File: config.mk
export PLATFORM = sky130hd
export DESIGN_NAME = rlpm_match
export DESIGN_NICKNAME = d
export VERILOG_FILES = /design/src/rtl/rlpm_pkg.sv /design/src/rtl/rlpm_match.sv
export SDC_FILE = /design/constraint.sdc
export NUM_CORES = 1
export LEC_CHECK = 0
export CAP_MARGIN = 20
export CORE_AREA = 2 2 207 209
export DETAILED_ROUTE_END_ITERATION = 10
export DIE_AREA = 0 0 209 211
export DONT_BUFFER_PORTS = 1
export GPL_ROUTABILITY_DRIVEN = 0
export SYNTH_ARGS = -nofsm -noshare
export SYNTH_HDL_FRONTEND = slang
export SYNTH_SLANG_ARGS = --single-unit
File: constraint.sdc
create_clock -name vclk -period 9.4
set_clock_uncertainty 0.2 [all_clocks]
set_input_delay 0.47 -clock vclk [all_inputs]
set_output_delay 0.47 -clock vclk [all_outputs]
set_load 0.01 [all_outputs]
File: src/rtl/rlpm_pkg.sv
package rlpm_pkg;

  // Fixed field widths
  localparam int ADDR_W     = 64;
  localparam int PLEN_W     = 8;
  localparam int COUNT_W    = 5;
  localparam int PADDR_W    = 4;
  localparam int PDATA_W    = 64;

  // Longest prefix that can still match a lookup
  localparam logic [PLEN_W-1:0] MAX_PREFIX  = 8'd128;
  localparam logic [PLEN_W-1:0] HALF_PREFIX = 8'd64;

  // Address bit that selects the 64-bit register (registers at 0 and 8)
  localparam int REG_SEL_BIT = 3;
  localparam logic REG_DGW_HI = 1'b0;
  localparam logic REG_DGW_LO = 1'b1;

  typedef enum logic [1:0] {
    OP_ADD    = 2'd0,
    OP_REMOVE = 2'd1,
    OP_LOOKUP = 2'd2,
    OP_NOP    = 2'd3
  } op_t;

  typedef enum logic [1:0] {
    ST_OK          = 2'd0,
    ST_FULL        = 2'd1,
    ST_NOT_FOUND   = 2'd2,
    ST_UNREACHABLE = 2'd3
  } status_t;

  typedef enum logic [1:0] {
    S_IDLE,
    S_SCAN,
    S_DRAIN,
    S_FINISH
  } state_t;

  // One route as stored in the table (also used as the request key)
  typedef struct packed {
    logic [ADDR_W-1:0] network_hi;
    logic [ADDR_W-1:0] network_lo;
    logic [PLEN_W-1:0] prefix;
    logic [ADDR_W-1:0] gateway_hi;
    logic [ADDR_W-1:0] gateway_lo;
  } route_t;

  // Compare results for one table entry
  typedef struct packed {
    logic exact;
    logic prefix_hit;
  } match_t;

  // Mask with the top n bits of a 64-bit word set, n clamped to 0..64
  function automatic logic [ADDR_W-1:0] top_mask(input logic [PLEN_W-1:0] n);
    logic [ADDR_W-1:0] m;
    if (n == '0) begin
      m = '0;
    end else if (n >= HALF_PREFIX) begin
      m = '1;
    end else begin
      m = {ADDR_W{1'b1}} << (HALF_PREFIX - n);
    end
    return m;
  endfunction

endpackage

File: src/rtl/rlpm_match.sv
module rlpm_match (
  input  rlpm_pkg::route_t entry,
  input  logic             entry_valid,
  input  rlpm_pkg::route_t key,
  output rlpm_pkg::match_t hit
);
  import rlpm_pkg::*;

  logic [ADDR_W-1:0] mask_hi;
  logic [ADDR_W-1:0] mask_lo;
  logic              net_eq;
  logic              pfx_eq;

  // Build the prefix masks for both halves
  always_comb begin
    mask_hi = top_mask(entry.prefix);
    mask_lo = top_mask((entry.prefix > HALF_PREFIX) ? (entry.prefix - HALF_PREFIX)
                                                     : '0);
  end

  // Exact match for add and remove, masked match for lookup
  always_comb begin
    net_eq = (entry.network_hi == key.network_hi) && (entry.network_lo == key.network_lo);
    pfx_eq = ((key.network_hi ^ entry.network_hi) & mask_hi) == '0 &&
             ((key.network_lo ^ entry.network_lo) & mask_lo) == '0;
    hit.exact      = entry_valid && net_eq && (entry.prefix == key.prefix);
    hit.prefix_hit = entry_valid && (entry.prefix <= MAX_PREFIX) && pfx_eq;
  end

endmodule

== Word level (Yosys, flattened, before mapping) ==
Index checks and enable logic that the tools add are counted.

* Register bits: 0
* Word-level logic and storage cells: 31

* $add $sub $neg: 3
* Magnitude comparators: 4
* Equality and inequality tests: 3
* Shift operators: 2
* Multiplexer cells: 5
* Bitwise logic cells: 4
* Reduce and logical (&&, ||, !) cells: 10

{| class="wikitable"
|+ Operator list
! kind !! number
|-
| two-way mux 64 bit || 4
|-
| bitwise AND 64 bit || 2
|-
| == test 64 bit || 2
|-
| logical NOT 64 bit || 2
|-
| left shift 64 x 8 -> 64 bit (first input constant) || 2
|-
| bitwise XOR 64 bit || 2
|-
| greater-or-equal comparator 8 x 7 -> 1 bit (second input constant) || 2
|-
| logical NOT 8 bit || 2
|-
| subtractor 7 x 8 -> 8 bit (first input constant) || 2
|-
| == test 8 bit || 1
|-
| greater-than comparator 8 x 7 -> 1 bit (second input constant) || 1
|-
| <= comparator 8 bit (second input constant) || 1
|-
| two-way mux 8 bit || 1
|-
| subtractor 8 x 7 -> 8 bit (second input constant) || 1
|-
| logical AND 1 bit || 6
|}

== Logic depth before layout (Yosys ltp) ==
* Depth in word-level cells: 10
* Mapped depth: 21

== Worst setup path after synthesis ==
Ideal clock, no wire load.

* Path type: input to output
* Start: input entry[128] (netlist bit)
* End: output hit[0] (netlist bit)
* Data arrival time: 4.510 ns
* Required time: 8.730 ns
* Setup slack: 4.220 ns
* Stages: 21
* Path buffers: 7
* Cell sequence: clkbuf_1 clkbuf_1 inv_1 ha_1 buf_2 nor2b_1 a21oi_2 clkbuf_1 nand2_1 ha_1 buf_2 buf_1 a221o_1 buf_2 nor3_4 nand3b_1 a32oi_1 o2111ai_1 nor4_1 o22ai_1 nor4_2

{| class="wikitable"
|+ RTL lines
! element !! line !! source
|-
| start, declared || rlpm_match.sv:2 || <nowiki>input rlpm_pkg::route_t entry,</nowiki>
|-
| end, declared || rlpm_match.sv:5 || <nowiki>output rlpm_pkg::match_t hit</nowiki>
|}

==> flow_metrics.py <==
metrics = {
    "clock_network": {
        "cts_resized": 0,
        "postCtsSetupBuffers": 0,
        "ctsHoldBuffers": 0,
    },
    "final_layout": {
        "layout.nets": 1136,
        "nClkBuffers": 0,
        "nFlopsAndLatches": 0,
        "layout-drive-gt1-share": 0.0564,
        "n_fill_cell": 4812,
        "syn_to_final_growth_pct": 11.8,
        "seqCellArea_um2": 0,
    },
    "detailed_routing": {
        "via_per_inst": 4.59,
        "drt-initial-drc-count": 686,
        "drt_first_pass_iters": 6,
        "ant_nets": 0,
        "drc": 0,
        "drt_wl_total_um": 28200,
        "vias": 5242,
        "wl_per_cell_um": 24.7,
    },
    "timing": {
        "worst_pin_slew_ns": 1.09,
        "slew_headroom": 0.268,
        "final.setup.tns_ns": 0,
        "fin_crit_ns": 6.55,
        "fmax_ghz": 0.153,
        "drv_slew": 0,
        "setup_viol": 0,
        "hold_violations": 0,
        "finalCritPeriodShare": 0.697,
        "rsz0062_at_grt": "no",
    },
    "worst_hold_path": {
        "min-delay-path-class": "in2out",
    },
    "logic_synthesis": {
        "synth_warnings": 0,
        "synth_common_cells": "xnor2_1 (110), nand2_1 (57), nor2_1 (46)",
        "syn_avg_cell_area_um2": 6.73,
        "netlist_area_um2": 4290,
        "synth.most_common_cell": "xnor2_1",
        "yosys-top-cells-area": "xnor2_1 (22%), xor2_1 (7.6%), a21oi_1 (5.2%), nand2_1 (5.0%), o21ai_0 (4.5%)",
        "yosysUniqueCellTypes": 78,
        "yosysTopAreaCell": "xnor2_1",
        "mappedNetlistNets": 1169,
        "synth_top_area_frac": 0.224,
        "netlist_instances": 638,
        "ys_seq_area_frac": 0,
    },
    "die": {
        "die_w_um": 209,
        "io_pins": 531,
        "dieArea_um2": 44100,
        "rows": 75,
        "core-area_um2": 41800,
        "die_h_um": 211,
        "start_util": 0.103,
    },
    "place": {
        "io_buffers": 0,
        "hpwl_um": 24900,
    },
    "setup_path": {
        "worst_path_largest_cell_delay_ns": 0.83,
        "critPathCaptureType": "output pin",
        "crit_arrival_ns": 5.88,
        "crit_top_cell": "ha_1",
        "crit_slowest_cell": "a221oi_2",
        "crit_chain": "inv_1 > ha_1 > nor2b_1 > a21oi_2 > nand2_1 > ha_1 > or3b_1 > a221oi_2 > a311oi_1 > o22a_1 > a211oi_2 > o2111ai_1 > nor4_1 > o22ai_1 > nor4_2",
        "worstSetupStartpointType": "input pin",
        "worst-setup-path-type": "in2out",
        "required_ns": 8.73,
        "path_max_fanout": 26,
    },
    "run": {
        "maxCapViolCount": 0,
    },
    "grt": {
        "grt_max_degree": 35,
        "grt_pass1_vias": 5045,
        "grt.total_usage": 0.120,
        "grt_pass1_wl_um": 37300,
        "antenna_found_initial": 0,
        "overflow": 0,
    },
    "status": {
        "status": "completed",
    },
}
[through the flow]
stage                     hold slack (ns)  instance area [um2]  std cells  setup slack, ns  utilization
final                                1.03                 4800       1143             2.85        0.115
after floorplan                     0.946                 4290        638             4.22            -
after global placement               1.04                 4800       1142             3.06        0.115
after detailed placement             1.04                 4800       1142             2.95        0.115
after CTS                            1.04                 4800       1142             2.96        0.115
after global routing                 1.07                 4800       1142             2.58        0.115
[path summary, 6_finish.rpt]
path	slack, ns	cells past startpoint	endpoint	from
worst max-delay path	2.85	15	hit[0]	entry[128]
worst min-delay path	1.03	4	hit[1]	entry_valid
[layer usage]
layer / routed length, um / GRT usage / vias up
li1: - / - / 2313
met1: 11700 / 0.154 / 2434
met2: 12100 / 0.188 / 445
met3: 3550 / 0.0465 / 50
met4: 849 / 0.0288 / 0
met5: 0 / 0 / -
[placed cells by master (no fill, tap or decap), drive strengths merged, types with 11 or more instances in the layout]
cell / n
nand4: 17
o21ai: 43
a21oi: 46
a31oi: 11
nor3: 17
nand3: 14
xnor2: 111
nor4: 18
nand2b: 14
nand2: 57
nor2: 47
xor2: 37
[kinds of logic after synthesis]
group	Yosys count	share of synthesized area
muxes	2	0.00496
AOI/OAI and AO/OA	204	0.329
buffers and inverters	46	0.0528
xor gates and xnor gates	148	0.306
adders and majority gates	4	0.0105
and+or+nand+nor	234	0.297
[cell type report]
type                       count  area, um2  area share
multi-input combinational    592       4070       0.847
timing repair buffer           4       30.0     0.00626
tap                          539        674       0.141
inverter                       7       26.3     0.00548
antenna                        1       2.50    0.000522
[critical path, delay by kind of cell]
family                   cells  cell delay [ns]
AND/OR/NAND/NOR              5             2.07
buffers and inverters        1             0.07
AO/OA/AOI/OAI                7             2.11
adder cells (fa/ha/maj)      2             1.12
