`src/rtl/rlpm_pkg.sv`:
```
package rlpm_pkg;

  // Fixed field widths
  localparam int ADDR_W     = 64;
  localparam int PLEN_W     = 8;
  localparam int COUNT_W    = 5;
  localparam int PADDR_W    = 4;
  localparam int PDATA_W    = 64;

  // Longest prefix that can still match a lookup
  localparam logic [PLEN_W-1:0] MAX_PREFIX  = 8'd128;
  localparam logic [PLEN_W-1:0] HALF_PREFIX = 8'd64;

  // Address bit that selects the 64-bit register (registers at 0 and 8)
  localparam int REG_SEL_BIT = 3;
  localparam logic REG_DGW_HI = 1'b0;
  localparam logic REG_DGW_LO = 1'b1;

  typedef enum logic [1:0] {
    OP_ADD    = 2'd0,
    OP_REMOVE = 2'd1,
    OP_LOOKUP = 2'd2,
    OP_NOP    = 2'd3
  } op_t;

  typedef enum logic [1:0] {
    ST_OK          = 2'd0,
    ST_FULL        = 2'd1,
    ST_NOT_FOUND   = 2'd2,
    ST_UNREACHABLE = 2'd3
  } status_t;

  typedef enum logic [1:0] {
    S_IDLE,
    S_SCAN,
    S_DRAIN,
    S_FINISH
  } state_t;

  // One route as stored in the table (also used as the request key)
  typedef struct packed {
    logic [ADDR_W-1:0] network_hi;
    logic [ADDR_W-1:0] network_lo;
    logic [PLEN_W-1:0] prefix;
    logic [ADDR_W-1:0] gateway_hi;
    logic [ADDR_W-1:0] gateway_lo;
  } route_t;

  // Compare results for one table entry
  typedef struct packed {
    logic exact;
    logic prefix_hit;
  } match_t;

  // Mask with the top n bits of a 64-bit word set, n clamped to 0..64
  function automatic logic [ADDR_W-1:0] top_mask(input logic [PLEN_W-1:0] n);
    logic [ADDR_W-1:0] m;
    if (n == '0) begin
      m = '0;
    end else if (n >= HALF_PREFIX) begin
      m = '1;
    end else begin
      m = {ADDR_W{1'b1}} << (HALF_PREFIX - n);
    end
    return m;
  endfunction

endpackage

```
`src/rtl/rlpm_entry_mem.sv`:
```
module rlpm_entry_mem #(
  parameter int DEPTH = 16,
  parameter int IDX_W = 4
) (
  input  logic                 clk,
  input  logic                 rd_en,
  input  logic [IDX_W-1:0]     rd_idx,
  output rlpm_pkg::route_t     rd_data,
  input  logic                 wr_en,
  input  logic [IDX_W-1:0]     wr_idx,
  input  rlpm_pkg::route_t     wr_data
);
  import rlpm_pkg::*;

  route_t mem [DEPTH];

  // Write one entry
  always_ff @(posedge clk) begin
    if (wr_en) begin
      mem[wr_idx] <= wr_data;
    end
  end

  // Registered read
  always_ff @(posedge clk) begin
    if (rd_en) begin
      rd_data <= mem[rd_idx];
    end
  end

endmodule

```
`config.mk`:
```
export PLATFORM = sky130hd
export DESIGN_NAME = rlpm_entry_mem
export DESIGN_NICKNAME = d
export VERILOG_FILES = /design/src/rtl/rlpm_pkg.sv /design/src/rtl/rlpm_entry_mem.sv
export SDC_FILE = /design/constraint.sdc
export NUM_CORES = 2
export LEC_CHECK = 0
export BUFFER_PORTS_ARGS = -buffer_cell sky130_fd_sc_hd__buf_4
export CAP_MARGIN = 20
export CORE_UTILIZATION = 64
export CTS_BUF_LIST = sky130_fd_sc_hd__clkbuf_2 sky130_fd_sc_hd__clkbuf_4 sky130_fd_sc_hd__clkbuf_8
export DETAILED_ROUTE_END_ITERATION = 10
export PLACE_DENSITY = 0.82
export SLEW_MARGIN = 10
export SYNTH_ARGS = -nofsm -noshare
export SYNTH_HDL_FRONTEND = slang
export SYNTH_MEMORY_MAX_BITS = 65536
export SYNTH_SLANG_ARGS = --single-unit
```
`constraint.sdc`:
```
create_clock -name clk -period 23.3 [get_ports clk]
set_clock_uncertainty 0.2 [all_clocks]
set_input_delay 1.165 -clock clk [delete_from_list [all_inputs] [get_ports clk]]
set_output_delay 1.165 -clock clk [all_outputs]
set_load 0.01 [all_outputs]
```
# Word level (Yosys, flattened, before mapping)
# Memories as Yosys holds them, arrays and structs flattened. A register that Yosys moved wholly into a read port is not among the register bits.
# Cells that the tools add are included.
[op_classes]
muxes = 2
[op_table]
columns = ["op", "n"]
rows = [
  ["1-bit two-way mux", 2],
]
[word_totals]
output_inout_bits = 264
memories = 1
mem_bits_rw = 4224
word_cells = 3
in_bits = 275
register_bits = 0
[memory_table]
columns = ["name", "depth", "width", "rd", "rd_clocked_by_memory_dff", "write_ports", "line", "rtl"]
rows = [
  ["mem", 16, 264, 1, 1, 1, "rlpm_entry_mem.sv:15", "route_t mem [DEPTH];"],
]

# Logic depth before layout (Yosys ltp)
[logic_depth]
word_depth = 2
depth_mapped = 8
depth_no_buf = 3

# Worst setup path after synthesis
# Ideal clock, no wire load.
[synth_timing]
path_kind = "in2reg"
from = "input wr_idx[2]"
to = "memory mem[0][0] in the netlist's numbering, enable pin"
arrival_time_ps = 19435
path_slack_ps = 2449
setup_time_ps = 1216
required_time_ps = 21884
n_path_buf = 0
cell_stages = 2
cell_sequence = "or3b_2 nor3_1"
[synth_lines]
columns = ["item", "line", "rtl"]
rows = [
  ["from (decl)", "rlpm_entry_mem.sv:10", "input logic [IDX_W-1:0] wr_idx,"],
  ["to (decl)", "rlpm_entry_mem.sv:15", ""],
]
# No word-level cell before the write port.

==> results.md <==
- Remaining antenna violation count after routing: 0
- Max Buffers Root-to-Sink: 4
- RR Endpoint: rd_data[18]$_DFFE_PP_
- Hold path startpoint: wr_data[132]
- Worst slew pin tran: 1.15 ns
- H-Tree Depth: 6
- Final WL: 389000 um
- Leakage power: 60.1 nW
- CP Class: in2reg
- Port bufs: 538
- Ranking of synthesized cells by area: edfxtp_1 81%, mux4_2 14%, a22oi_1 2.1%
- Hold WC Path Type: in2reg
- Avg Synthesized Cell Area: 24.2 um^2
- Setup TNS: 0 ns
- Vias per Instance: 6.74
- Routability Congestion: 0.760
- Final count of hold timing violations: 0
- Initial antenna violation count: 70
- Post-DP Area: 174000 um^2
- CTS-repair resized insts: 0
- Post-synthesis sequential area ratio: 81.1%
- Postcts setup bufs: 0
- CP Buf/Inv Count: 7
- Max FO, Critical Path: 119
- CP dominant cell by count: buf_4
- Critical-path cell list: buf_8 -> buf_12 -> buf_4 -> buf_4 -> buf_4 -> buf_4 -> buf_4 -> mux4_2 -> a22oi_1 -> nand2_1
- GR Util All Layers: 29.8%
- First-pass GRT wire length: 557000 um
- Hold path endpoint: mem[10][132]$_DFFE_PP_
- Crit share post-route: 30.2%
- Distinct cell type count of the synthesized netlist: 25
- Router iterations before antenna repair: 6
- Critical path capture point type: flop
- Vias: 79500
- Outcome: finished clean
- Final core utilization: 72.7%
- Post-detail-place hpwl: 196000 um
- Most common cell after layout, fill and taps aside: edfxtp_1
- CTS Root Cell: clkbuf_8
- Synth async-reset ratio: 0%
- Maximum vdd ir drop: 0.0835 mV
- Core area: 257000 um^2
- CTS tree: built
- FMAX: 142 MHz
- Die H: 511 um
- Most frequent cells in the layout: 4488 x edfxtp_1, 1000 x mux4_2, 678 x clkbuf_8, 662 x buf_4, 464 x a22oi_1
- TritonCTS buffer count: 668
- Starting Density: 64.5%
- DIE WIDTH: 511 um
- RR Startpoint: mem[7][18]$_DFFE_PP_
- Area leader, netlist: edfxtp_1
- Pins over their slew limit: 0
- Critical Path RT: 23.89 ns
- 1st-iter DRT viols: 10300
- Worst path max stage delay: 0.98 ns
- Die ar.: 262000 um^2
- Clock Sinks: 4488
- Final-report setup violation count: 0
- Routed wire per std cell: 33.0 um
- Pwr Density: 86.1 nW/um^2
- RSZ-0062 raised after global routing: false
- Worst R2R Path Depth: 3
- Largest net degree at the start of global routing: 145
- Drt drc: 0
- Clk_lat worst skew: 1.06 ns
- Yosys reg bits: 4488
- Worst hold stages: 1
- Ys flop type: edfxtp_1
- Share of post-route cells with drive strength above 1: 33.8%
- Syn nets: 7125
- EDFF count, synth: 4488
- Slew HR: 23.2%
- # rows: 186
- Max Cap Viol: 0
- Post-Syn Area: 166000 um^2
- Fin crit period: 7.03 ns
- Fin area: 187000 um^2
- Yosys warns: 0
- Reg-to-reg setup timing slack: 21.29 ns
- Post-Syn Instances: 6850
- Clock slew at reported path FFs: 0.06 ns
- Synth-to-layout area growth: 12.6%
- Worst EP arrival: 7.62 ns
- Crit start category: input port
- Vias in the first global route: 82300
- Post-synth top area share: 81.1%
- GR Overflow Total: 0
- I/O pin count: 539
- Critical path's slowest cell: buf_4
- Delay-heaviest family, CP: buffers and inverters
- Hold_buf cts: 0
- Final nets: 8118
==> power breakdown <==
group | internal (mW) | switching, mW | leakage [nW] | total [mW]
clock | 3.19 | 2.93 | 6.75 | 6.12
combinational | 0.336 | 0.479 | 12.6 | 0.815
sequential | 9.10 | 0.0724 | 40.8 | 9.17
total | 12.6 | 3.48 | 60.1 | 16.1
==> synth_stat cells, types with 2 or more instances <==
master and count:
nor3_1 4, mux2_2 104, nor2b_1 41, and2_1 3
mux2i_1 37, o221ai_1 35, o21ai_0 27, edfxtp_1 4488
buf_2 112, mux4_2 1000, clkbuf_1 152, nand2b_1 25
o22a_1 8, nand2_1 210, a221oi_1 21, nand3b_1 2
a22oi_1 464, buf_1 35, buf_6 5, nor2_1 14
buf_4 59
==> worst reg2reg max path: stages, from the launching register on <==
cell and delay, ns:
edfxtp_1 0.37, mux4_2 0.47, a22oi_1 0.20, o21ai_0 0.31
==> final cells by class <==
type	instances	area (um^2)
Antenna cell	50	125
Clock buffer	904	11000
Clock inverter	282	1720
Fill cell	13300	70300
Multi-Input combinational cell	1999	29700
Sequential cell	4488	135000
Tap cell	3384	4230
Timing Repair Buffer	686	5440
==> sequential cells by signal, indices dropped and copies added (netlist names) <==
name / cells
mem: 4224
rd_data: 264
==> layer usage <==
metal | global-route usage, % | part of all wire, % | vias to the layer above
li1 | - | - | 31700
met1 | 39.6 | 35 | 41600
met2 | 48.8 | 50 | 5295
met3 | 6.87 | 11 | 846
met4 | 11.5 | 3.8 | 50
met5 | 0 | 0.073 | -
==> how the worst max path moves through the flow <==
stage | from | end | slack [ns] | cells after the start
2_1_floorplan | wr_idx[2] | mem[0][0]$_DFFE_PP_ | 2.45 | 2
3_3_place_gp | rd_idx[1] | rd_data[113]$_DFFE_PP_ | 15.46 | 10
3_5_place_dp | rd_idx[1] | rd_data[100]$_DFFE_PP_ | 15.27 | 10
4_1_cts | rd_idx[1] | rd_data[100]$_DFFE_PP_ | 16.38 | 10
5_1_grt | rd_idx[1] | rd_data[13]$_DFFE_PP_ | 16.05 | 10
6_report | rd_idx[1] | rd_data[131]$_DFFE_PP_ | 16.27 | 10
==> through the flow <==
stage                     setup WS, ns  power (mW)  hold slack [ns]  std cells
final                            16.27        16.1            0.161      11800
after global routing             16.05        16.6            0.117      11800
after CTS                        16.38        16.2           0.0492      11700
after detailed placement         15.27        10.2            0.529      10600
after global placement           15.46        10.1            0.521      10600
after floorplan                   2.45        9.80            0.510       6850
==> cells by family (layout without fill, tap and decap cells) <==
group | Yosys count | count (layout) | share of synthesized area, %
flip-flops | 4488 | 4488 | 81.1
multiplexers | 1141 | 1141 | 14.5
AND/OR/NAND/NOR | 303 | 303 | 0.803
AO/OA/AOI/OAI | 555 | 555 | 2.52
other | 0 | 50 | 0
buffers and inverters | 363 | 1872 | 1.06
Power figures use the tool's default switching activity.
